$ cat config.mk
export PLATFORM = sky130hd
export DESIGN_NAME = fsr_div
export DESIGN_NICKNAME = d
export VERILOG_FILES = /design/src/design/fsr_pkg.sv /design/src/design/fsr_div.sv
export SDC_FILE = /design/constraint.sdc
export NUM_CORES = 2
export LEC_CHECK = 0
export ABC_AREA = 0
export BUFFER_PORTS_ARGS = -buffer_cell sky130_fd_sc_hd__buf_4
export CAP_MARGIN = 20
export CORE_MARGIN = 2
export CORE_UTILIZATION = 40
export CTS_CLUSTER_SIZE = 40
export DETAILED_ROUTE_END_ITERATION = 12
export PLACE_DENSITY = 0.62
export REMOVE_ABC_BUFFERS = 1
export SYNTH_ARGS = -nofsm -noshare
export SYNTH_HDL_FRONTEND = slang
export SYNTH_SLANG_ARGS = --single-unit
$ cat constraint.sdc
create_clock -name aclk -period 5.59 [get_ports aclk]
set_input_delay 0 -clock aclk [delete_from_list [all_inputs] [get_ports aclk]]
set_output_delay 0 -clock aclk [all_outputs]
set_load 0.05 [all_outputs]
$ cat src/design/fsr_pkg.sv
// Types, constants and per-stage float functions of the square root pipeline.
package fsr_pkg;

    // Stage counts of the arithmetic units
    localparam int DIV_LAT = 29;
    localparam int ADD_LAT = 6;
    localparam int MUL_LAT = 3;
    localparam int QUO_BITS = 26;

    localparam logic [31:0] QNAN_DEFAULT = 32'hFFC00000;
    localparam logic [31:0] QUIET_BIT    = 32'h00400000;
    localparam logic [30:0] INF_MAG      = 31'h7F800000;
    // 2^29 - 2^22, added to the halved operand for the first guess
    localparam logic [31:0] GUESS_BIAS   = 32'h1FC00000;

    // Unrounded number: value = sig / 2^26 * 2^(exp - 127), plus sticky
    typedef struct packed {
        logic               spec;
        logic [31:0]        spec_bits;
        logic               sign;
        logic signed [10:0] exp;
        logic [26:0]        sig;
        logic               sticky;
    } fsr_num_t;

    typedef struct packed {
        logic [23:0]        sig;
        logic signed [10:0] exp;
    } fsr_unp_t;

    // One stage of the restoring divider
    typedef struct packed {
        logic               spec;
        logic [31:0]        spec_bits;
        logic               sign;
        logic signed [10:0] exp;
        logic [24:0]        rem;
        logic [23:0]        dsor;
        logic [25:0]        quo;
    } fsr_div_st_t;

    // Adder after unpack and align
    typedef struct packed {
        logic               spec;
        logic [31:0]        spec_bits;
        logic               sign;
        logic               sub;
        logic               zsign;
        logic signed [10:0] exp;
        logic [26:0]        big;
        logic [26:0]        small_sig;
        logic [7:0]         diff;
    } fsr_add_t;

    // Adder after the add or subtract
    typedef struct packed {
        logic               spec;
        logic [31:0]        spec_bits;
        logic               sign;
        logic               zsign;
        logic signed [10:0] exp;
        logic [27:0]        sum;
    } fsr_sum_t;

    function automatic logic fsr_is_nan(input logic [31:0] b);
        return (b[30:23] == 8'hFF) && (b[22:0] != 23'd0);
    endfunction

    function automatic logic fsr_is_inf(input logic [31:0] b);
        return b[30:0] == INF_MAG;
    endfunction

    function automatic logic fsr_is_zero(input logic [31:0] b);
        return b[30:0] == 31'd0;
    endfunction

    // Leading zero count, 27 for an all-zero word
    function automatic logic [4:0] fsr_clz27(input logic [26:0] v);
        logic [4:0] lz;
        lz = 5'd27;
        for (int i = 0; i < 27; i++) begin
            if (v[i]) begin
                lz = 5'(26 - i);
            end
        end
        return lz;
    endfunction

    // Normalized 24-bit significand and exponent of a finite nonzero pattern
    function automatic fsr_unp_t fsr_unpack(input logic [31:0] b);
        fsr_unp_t   r;
        logic [4:0] lz;
        lz = fsr_clz27({1'b0, b[22:0], 3'b000});
        if (b[30:23] == 8'd0) begin
            r.sig = 24'({1'b0, b[22:0]} << lz);
            r.exp = 11'sd1 - $signed({6'd0, lz});
        end else begin
            r.sig = {1'b1, b[22:0]};
            r.exp = $signed({3'd0, b[30:23]});
        end
        return r;
    endfunction

    // Shift a tiny value right into the subnormal range
    function automatic fsr_num_t fsr_denorm(input fsr_num_t n);
        fsr_num_t    r;
        logic [10:0] sh_full;
        logic [4:0]  sh;
        logic [58:0] wide;
        r       = n;
        sh_full = 11'(11'sd1 - n.exp);
        sh      = (sh_full > 11'd31) ? 5'd31 : sh_full[4:0];
        wide    = {n.sig, 32'd0} >> sh;
        if (!n.spec && (n.exp < 11'sd1)) begin
            r.sig    = wide[58:32];
            r.sticky = n.sticky | (|wide[31:0]);
            r.exp    = 11'sd1;
        end
        return r;
    endfunction

    // Round to nearest even and pack; a carry out of the mantissa bumps the exponent
    function automatic logic [31:0] fsr_round(input fsr_num_t n);
        logic [23:0]        mant;
        logic               up;
        logic [24:0]        mr;
        logic signed [33:0] pk;
        logic [31:0]        r;
        mant = n.sig[26:3];
        up   = n.sig[2] & (n.sticky | (|n.sig[1:0]) | mant[0]);
        mr   = {1'b0, mant} + 25'(up);
        pk   = ((34'(n.exp) - 34'sd1) <<< 23) + $signed({9'd0, mr});
        if (n.spec) begin
            r = n.spec_bits;
        end else if (n.sig == 27'd0) begin
            r = {n.sign, 31'd0};
        end else if (pk >= $signed({3'd0, INF_MAG})) begin
            r = {n.sign, INF_MAG};
        end else begin
            r = {n.sign, pk[30:0]};
        end
        return r;
    endfunction

    // Divider entry: special operands and the first remainder
    function automatic fsr_div_st_t fsr_div_start(input logic [31:0] n, input logic [31:0] d);
        fsr_div_st_t s;
        fsr_unp_t    un;
        fsr_unp_t    ud;
        logic        sg;
        un = fsr_unpack(n);
        ud = fsr_unpack(d);
        sg = n[31] ^ d[31];
        s  = '0;
        s.sign = sg;
        s.dsor = ud.sig;
        s.exp  = un.exp - ud.exp + 11'sd127;
        if (un.sig >= ud.sig) begin
            s.rem = {1'b0, un.sig};
        end else begin
            s.rem = {un.sig, 1'b0};
            s.exp = un.exp - ud.exp + 11'sd126;
        end
        s.spec = 1'b1;
        if (fsr_is_nan(n)) begin
            s.spec_bits = n | QUIET_BIT;
        end else if (fsr_is_nan(d)) begin
            s.spec_bits = d | QUIET_BIT;
        end else if ((fsr_is_inf(n) && fsr_is_inf(d)) || (fsr_is_zero(n) && fsr_is_zero(d)))
        begin
            s.spec_bits = QNAN_DEFAULT;
        end else if (fsr_is_inf(n) || fsr_is_zero(d)) begin
            s.spec_bits = {sg, INF_MAG};
        end else if (fsr_is_inf(d) || fsr_is_zero(n)) begin
            s.spec_bits = {sg, 31'd0};
        end else begin
            s.spec = 1'b0;
        end
        return s;
    endfunction

    // One quotient bit: compare, subtract, shift
    function automatic fsr_div_st_t fsr_div_step(input fsr_div_st_t s);
        fsr_div_st_t r;
        logic [24:0] diff;
        r    = s;
        diff = s.rem - {1'b0, s.dsor};
        if (s.rem >= {1'b0, s.dsor}) begin
            r.quo = {s.quo[24:0], 1'b1};
            r.rem = {diff[23:0], 1'b0};
        end else begin
            r.quo = {s.quo[24:0], 1'b0};
            r.rem = {s.rem[23:0], 1'b0};
        end
        return r;
    endfunction

    function automatic fsr_num_t fsr_div_finish(input fsr_div_st_t s);
        fsr_num_t r;
        r.spec      = s.spec;
        r.spec_bits = s.spec_bits;
        r.sign      = s.sign;
        r.exp       = s.exp;
        r.sig       = {s.quo, 1'b0};
        r.sticky    = |s.rem;
        return r;
    endfunction

    // Adder entry: specials, order by magnitude
    function automatic fsr_add_t fsr_add_unpack(input logic [31:0] a, input logic [31:0] b);
        fsr_add_t    t;
        logic [31:0] bg;
        logic [31:0] sm;
        logic [7:0]  eb;
        logic [7:0]  es;
        bg = (b[30:0] > a[30:0]) ? b : a;
        sm = (b[30:0] > a[30:0]) ? a : b;
        eb = (bg[30:23] == 8'd0) ? 8'd1 : bg[30:23];
        es = (sm[30:23] == 8'd0) ? 8'd1 : sm[30:23];
        t  = '0;
        t.sign      = bg[31];
        t.sub       = a[31] ^ b[31];
        t.zsign     = a[31] & b[31];
        t.exp       = $signed({3'd0, eb});
        t.big       = {bg[30:23] != 8'd0, bg[22:0], 3'b000};
        t.small_sig = {sm[30:23] != 8'd0, sm[22:0], 3'b000};
        t.diff      = eb - es;
        t.spec      = 1'b1;
        if (fsr_is_nan(a)) begin
            t.spec_bits = a | QUIET_BIT;
        end else if (fsr_is_nan(b)) begin
            t.spec_bits = b | QUIET_BIT;
        end else if (fsr_is_inf(a) && fsr_is_inf(b) && (a[31] != b[31])) begin
            t.spec_bits = QNAN_DEFAULT;
        end else if (fsr_is_inf(a)) begin
            t.spec_bits = a;
        end else if (fsr_is_inf(b)) begin
            t.spec_bits = b;
        end else begin
            t.spec = 1'b0;
        end
        return t;
    endfunction

    // Align the smaller operand, jamming lost bits into its lowest bit
    function automatic fsr_add_t fsr_add_align(input fsr_add_t t);
        fsr_add_t    r;
        logic [4:0]  sh;
        logic [58:0] wide;
        r    = t;
        sh   = (t.diff > 8'd31) ? 5'd31 : t.diff[4:0];
        wide = {t.small_sig, 32'd0} >> sh;
        r.small_sig = wide[58:32] | {26'd0, |wide[31:0]};
        return r;
    endfunction

    function automatic fsr_sum_t fsr_add_sum(input fsr_add_t t);
        fsr_sum_t r;
        r.spec      = t.spec;
        r.spec_bits = t.spec_bits;
        r.sign      = t.sign;
        r.zsign     = t.zsign;
        r.exp       = t.exp;
        r.sum       = t.sub ? ({1'b0, t.big} - {1'b0, t.small_sig})
                            : ({1'b0, t.big} + {1'b0, t.small_sig});
        return r;
    endfunction

    // Bring the leading one to bit 26
    function automatic fsr_num_t fsr_add_norm(input fsr_sum_t s);
        fsr_num_t   r;
        logic [4:0] lz;
        lz = fsr_clz27(s.sum[26:0]);
        r.spec      = s.spec;
        r.spec_bits = s.spec_bits;
        r.sign      = s.sign;
        r.sticky    = 1'b0;
        if (s.sum[27]) begin
            r.sig    = s.sum[27:1];
            r.sticky = s.sum[0];
            r.exp    = s.exp + 11'sd1;
        end else if (s.sum == 28'd0) begin
            r.sign = s.zsign;
            r.sig  = 27'd0;
            r.exp  = 11'sd1;
        end else begin
            r.sig = s.sum[26:0] << lz;
            r.exp = s.exp - $signed({6'd0, lz});
        end
        return r;
    endfunction

    // Entry of the multiply by one quarter
    function automatic fsr_num_t fsr_quarter(input logic [31:0] y);
        fsr_num_t r;
        r = '0;
        r.sign = y[31];
        r.sig  = {y[30:23] != 8'd0, y[22:0], 3'b000};
        r.exp  = ((y[30:23] == 8'd0) ? 11'sd1 : $signed({3'd0, y[30:23]})) - 11'sd2;
        r.spec = 1'b1;
        if (fsr_is_nan(y)) begin
            r.spec_bits = y | QUIET_BIT;
        end else if (fsr_is_inf(y) || fsr_is_zero(y)) begin
            r.spec_bits = y;
        end else begin
            r.spec = 1'b0;
        end
        return r;
    endfunction

endpackage

$ cat src/design/fsr_div.sv
// Pipelined binary32 divider: one quotient bit per step stage, round to nearest even.
module fsr_div
    import fsr_pkg::*;
(
    input  logic        aclk,
    input  logic        en,
    input  logic [31:0] num_bits,
    input  logic [31:0] den_bits,
    output logic [31:0] quo_bits
);

    fsr_div_st_t st_reg [0:QUO_BITS];
    fsr_num_t    dn_reg;
    logic [31:0] quo_reg;

    // Entry: specials, normalization, first remainder
    always_ff @(posedge aclk) begin
        if (en) begin
            st_reg[0] <= fsr_div_start(num_bits, den_bits);
        end
    end

    // Quotient bit stages
    for (genvar k = 0; k < QUO_BITS; k++) begin : g_step
        always_ff @(posedge aclk) begin
            if (en) begin
                st_reg[k+1] <= fsr_div_step(st_reg[k]);
            end
        end
    end

    // Subnormal shift, then rounding
    always_ff @(posedge aclk) begin
        if (en) begin
            dn_reg  <= fsr_denorm(fsr_div_finish(st_reg[QUO_BITS]));
            quo_reg <= fsr_round(dn_reg);
        end
    end

    assign quo_bits = quo_reg;

endmodule

# Yosys cells after proc, flatten, opt, wreduce, memory -nomap -nowiden
# Memories as Yosys holds them, arrays and structs flattened.
# Cells that the tools add are included.
word_totals:
  ff_bits: 105
  ram_bits: 3240
  in_bits: 66
  word_cells: 284
  memories: 1
classes:
  n_addsub: 35
  n_lt_le_gt_ge: 30
  n_eq_ne: 4
  shift: 3
  mux: 179
  bitwise: 5
  reduce_logical: 19
memory_table:
  columns: ["name", "words", "word_bits", "rd", "rd_clocked_by_memory_dff", "write_ports", "line_no", "text"]
  rows:
  - ["st_reg", 27, 120, 27, 0, 27, "fsr_div.sv:12", "fsr_div_st_t st_reg [0:QUO_BITS];"]
ops:
  columns: ["operator", "count"]
  rows:
  - ["2-to-1 mux 25 bit", 54]
  - ["2-to-1 mux 26 bit", 26]
  - [">= comparator 25 x 24 -> 1 bit", 26]
  - ["subtractor 24 bit", 26]
  - ["2-to-1 mux 5 bit", 46]
  - ["2-to-1 mux 32 bit", 7]
  - ["2-to-1 mux 35 bit", 4]
  - ["== test 31 bit (second input constant)", 2]
  - ["zero test 31 bit", 2]
  - ["2-to-1 mux 31 bit", 2]
  - [">> shifter 59 x 5 -> 59 bit", 1]
  - ["<< shifter 23 x 5 -> 24 bit", 2]
  - ["nonzero test 23 bit", 2]
  - ["adder 34 x 26 -> 34 bit", 1]
  - [">= comparator 34 x 32 -> 1 bit (second input constant)", 1]
  - ["2-to-1 mux 1 bit", 34]
  - ["OR reduction 32 bit", 1]
  - ["2-to-1 mux 28 bit", 1]
  - ["zero test 27 bit", 1]
  - ["adder 24 x 1 -> 25 bit", 1]
  - ["OR reduction 25 bit", 1]
  - [">= comparator 24 bit", 1]
  - ["adder 11 x 8 -> 11 bit (second input constant)", 2]
  - ["2-to-1 mux 11 bit", 2]
  - ["other kinds (16)", 29]

# Logic depth before layout (Yosys ltp)
depth:
  word_depth: 31
  depth_mapped: 25
  ltp_nobuf: 22

# Worst setup path after synthesis
# No wires, ideal clock.
synth_path:
  path_type: "input to register"
  startpoint: "input port den_bits[9]"
  endpoint: "memory st_reg[0][83] (netlist name), data pin"
  setup_time_ns: 0.263
  arrival_ns: 4.657
  t_required_ns: 5.327
  setup_slack_ns: 0.670
  path_stages: 23
  n_path_buf: 3
  path_cell_list: "buf_2 -> or2_0 -> a211oi_1 -> a211oi_2 -> nor2_4 -> buf_4 -> buf_2 -> mux2i_1 -> mux2i_1 -> a22o_1 -> a21oi_1 -> a21o_1 -> ha_1 -> a21o_1 -> a21o_1 -> a21oi_1 -> o21ai_0 -> a2111oi_0 -> o21ai_0 -> a221oi_1 -> mux2i_1 -> a21oi_1 -> xor2_1"
synth_rtl:
  columns: ["element", "line_no", "text"]
  rows:
  - ["start, declared", "fsr_div.sv:8", "input logic [31:0] den_bits,"]
  - ["end, declared", "fsr_div.sv:12", null]

==> run metrics <==
status complete, no violations; number of port buffers 97; Synth Flop Type edfxtp_1; fmax approximately 0.19 GHz; H-tree lvl count 5; Clock Latency Late Sink 0.91 ns; Via Count 80651; Clock Power Share 25.2%; RSZ-0062 raised after global routing no; sequential share of power 40.8%; top cells by area, synth edfxtp_1 65%, ha_1 6.2%, o21ai_0 2.6%; Final Routed Wirelength around 300000 um; Yosys top cell area share 65.3%; net switching fraction of the power around a third; final hold vios 0; Total Power 77400 uW; Syn Inst Count approximately 10000; Slew headroom 20.3%; Starting DRT DRC Count approximately 5300; Synth Warn # 0; Via density between 5 and 6; initial antenna violation count 14; Area Growth Syn to Fin 13.4%; Max Cap Viol 0; synthesized area approximately 0.14 mm^2; Yosys reg bits approximately 3000; Core Area approximately 0.34 mm^2; Worst setup EP type register; routed len/inst between 15 and 20 um; DRC 0; CTS clk-pin slew, worst paths 0.06 ns; post-synthesis sequential area ratio about two thirds; cell mode on critical path buf_4; root buf cell clkbuf_16; Largest register FFs 2839; Worst Max-Slew Pin Slew 1.20 ns; Finish-stage setup viols 0; clock buffer count from CTS around 310; CTS max path bufs 4; Post-DP Area 0.143 mm^2; Mapped Avg Cell Area approximately 13 um^2; cell with the most instances after synthesis edfxtp_1; Rows roughly 210; highest cell delay on the worst timing path 0.57 ns; critical path fanouts, max 21; Hold Path Class input port to register; largest area contributor in the netlist edfxtp_1; Design Area, Final between 0.15 and 0.2 mm^2; share of post-route cells with drive strength above 1 about a tenth; Synth top cells by count 2944 x edfxtp_1, 916 x inv_1, 817 x nand2_1; skew final ~0.071 ns; Cell variety after synth between 100 and 150; Die Width just under 600 um; GRT Overall Usage between 15 and 20%; # IOs between 90 and 100; Die H between 500 and 600 um; Initial Utilization roughly two fifths; Pwr per Cell Area 505 mW/mm^2; Tmin final between 5 and 6 ns; Max Slew Vio Count 0; Peak supply drop approximately 0.00043 V; WS Path Type input port to register; leakage power 0.0583 uW; Required @ worst endpoint slightly above 6 ns; number of global-route vias before repair between 80000 and 90000; crit path DAT 5.90 ns; ys async rst share 0%; internal power about 52000 uW; DRT Pass-1 Iters 6; clock sink count about 2900; Setup crit start kind input port; Crit-path slowest cell dlygate4sd3_1; wire length of the first global-routing pass between 400000 and 500000 um; final worst-path cycle share 94.8%; GRT Residual Overflow 0; nets@finish approximately 12000; die area 0.343 mm^2; GP Congestion ~0.90; EDFF count, synth just under 3000; Psw 25600 uW; Gate power share between 30% and 40%; Final ANT Viol Nets 0; largest net degree at the start of global routing 216; post-DP HPWL 215000 um; TritonCTS clock tree done
-- layout by cell type, fill, tap and decap left out, drive strengths merged, types with 44 or more instances in the layout --
master,Yosys,final
edfxtp,2944,2944
inv,918,929
nand2,821,821
o21ai,713,713
ha,668,668
nor2,545,545
a21oi,535,535
clkbuf,145,377
buf,66,330
xnor2,268,268
xor2,235,235
a21o,198,198
nor3,194,194
mux2,170,170
nand3,169,169
clkinv,1,135
nand2b,118,118
mux2i,115,115
nor2b,100,100
a211oi,97,97
nand4,91,91
o31ai,82,82
o21a,78,78
dlygate4sd3,0,75
o21bai,70,70
o211ai,69,69
and3,66,66
nor4,65,65
or3,53,53
and2,51,51
or2,48,48
o41ai,46,46
a31oi,44,44
-- path summary, 6_finish.rpt --
kind | slack [ns] | startpoint | to | cells after the start
setup reg to reg | 0.49 | dn_reg[4] | quo_bits[16] | 22
hold / removal | 0.06 | den_bits[30] | st_reg[0][37] | 5
setup / recovery | 0.29 | num_bits[13] | st_reg[0][66] | 25
hold reg to reg | 0.35 | st_reg[0][478] | st_reg[0][598] | 0
-- final cells by class --
| type | instances | area [um^2] |
|---|---|---|
| tap | 4515 | 5650 |
| fill | 29582 | 183000 |
| clock inverter | 177 | 1620 |
| timing repair buffer | 406 | 3480 |
| multi-input combinational | 6181 | 42800 |
| sequential | 2944 | 88400 |
| antenna | 2 | 5.00 |
| clock buffer | 376 | 8050 |
| inverter | 919 | 3450 |
-- layer usage --
layer / track usage (%) / part of all wire [%] / vias up / wire length, um
li1: - / - / 39228 / -
met1: 22.0 / 44 / 39099 / 130000
met2: 29.2 / 49 / 1731 / 144000
met3: 2.04 / 3.8 / 589 / 11200
met4: 6.53 / 3.7 / 4 / 11000
met5: 0 / 0.0071 / - / 21
-- critical path, delay by kind of cell --
kind,cells,cell delay [ns]
AO/OA/AOI/OAI,12,2.63
adder cells (fa/ha/maj),1,0.31
buffers and inverters,7,1.97
AND/OR/NAND/NOR,5,0.96
-- metrics by stage --
step	util [%]	instances	setup slack (ns)	setup TNS, ns	hold slack (ns)
final	45.6	15520	0.292	0	0.0608
after global routing	45.6	15520	0.0175	0	0.0635
after CTS	45.6	15512	0.0796	0	0.00679
after detailed placement	42.5	14884	-0.215	-1.44	0.405
after global placement	42.5	14883	-0.451	-4.68	0.400
after floorplan	-	10044	-0.862	-9.29	0.112
-- cell families (layout without fill, tap and decap cells) --
family,after synthesis,in the layout,synth area share [%]
flops,2944,2944,65.3
simple gates,2413,2413,8.49
xor+xnor,503,503,3.26
buf+inv,1130,1878,3.23
compound gates,2282,2282,10.8
other cells,0,2,0
mux,287,287,2.32
fa+ha+maj,696,696,6.59
-- timing repair --
action                                 in CTS  in global routing
setup endpoints to repair                   0                 19
hold buffers                               75                  0
buffers inserted                            0                  4
gates resized for setup                     0                  6
endpoints found under the hold margin     247                  0
-- power by group through the flow --
stage          sequential (uW)  combinational [uW]  clock (uW)
6_report                 31600               26300       19500
4_1_cts                  31600               26200       20200
5_1_grt                  32000               29300       21000
2_1_floorplan            31300               19100           0
3_5_place_dp             32000               26000           0
3_3_place_gp             32000               25400           0
Note: power is estimated with default switching activity, not from simulation.
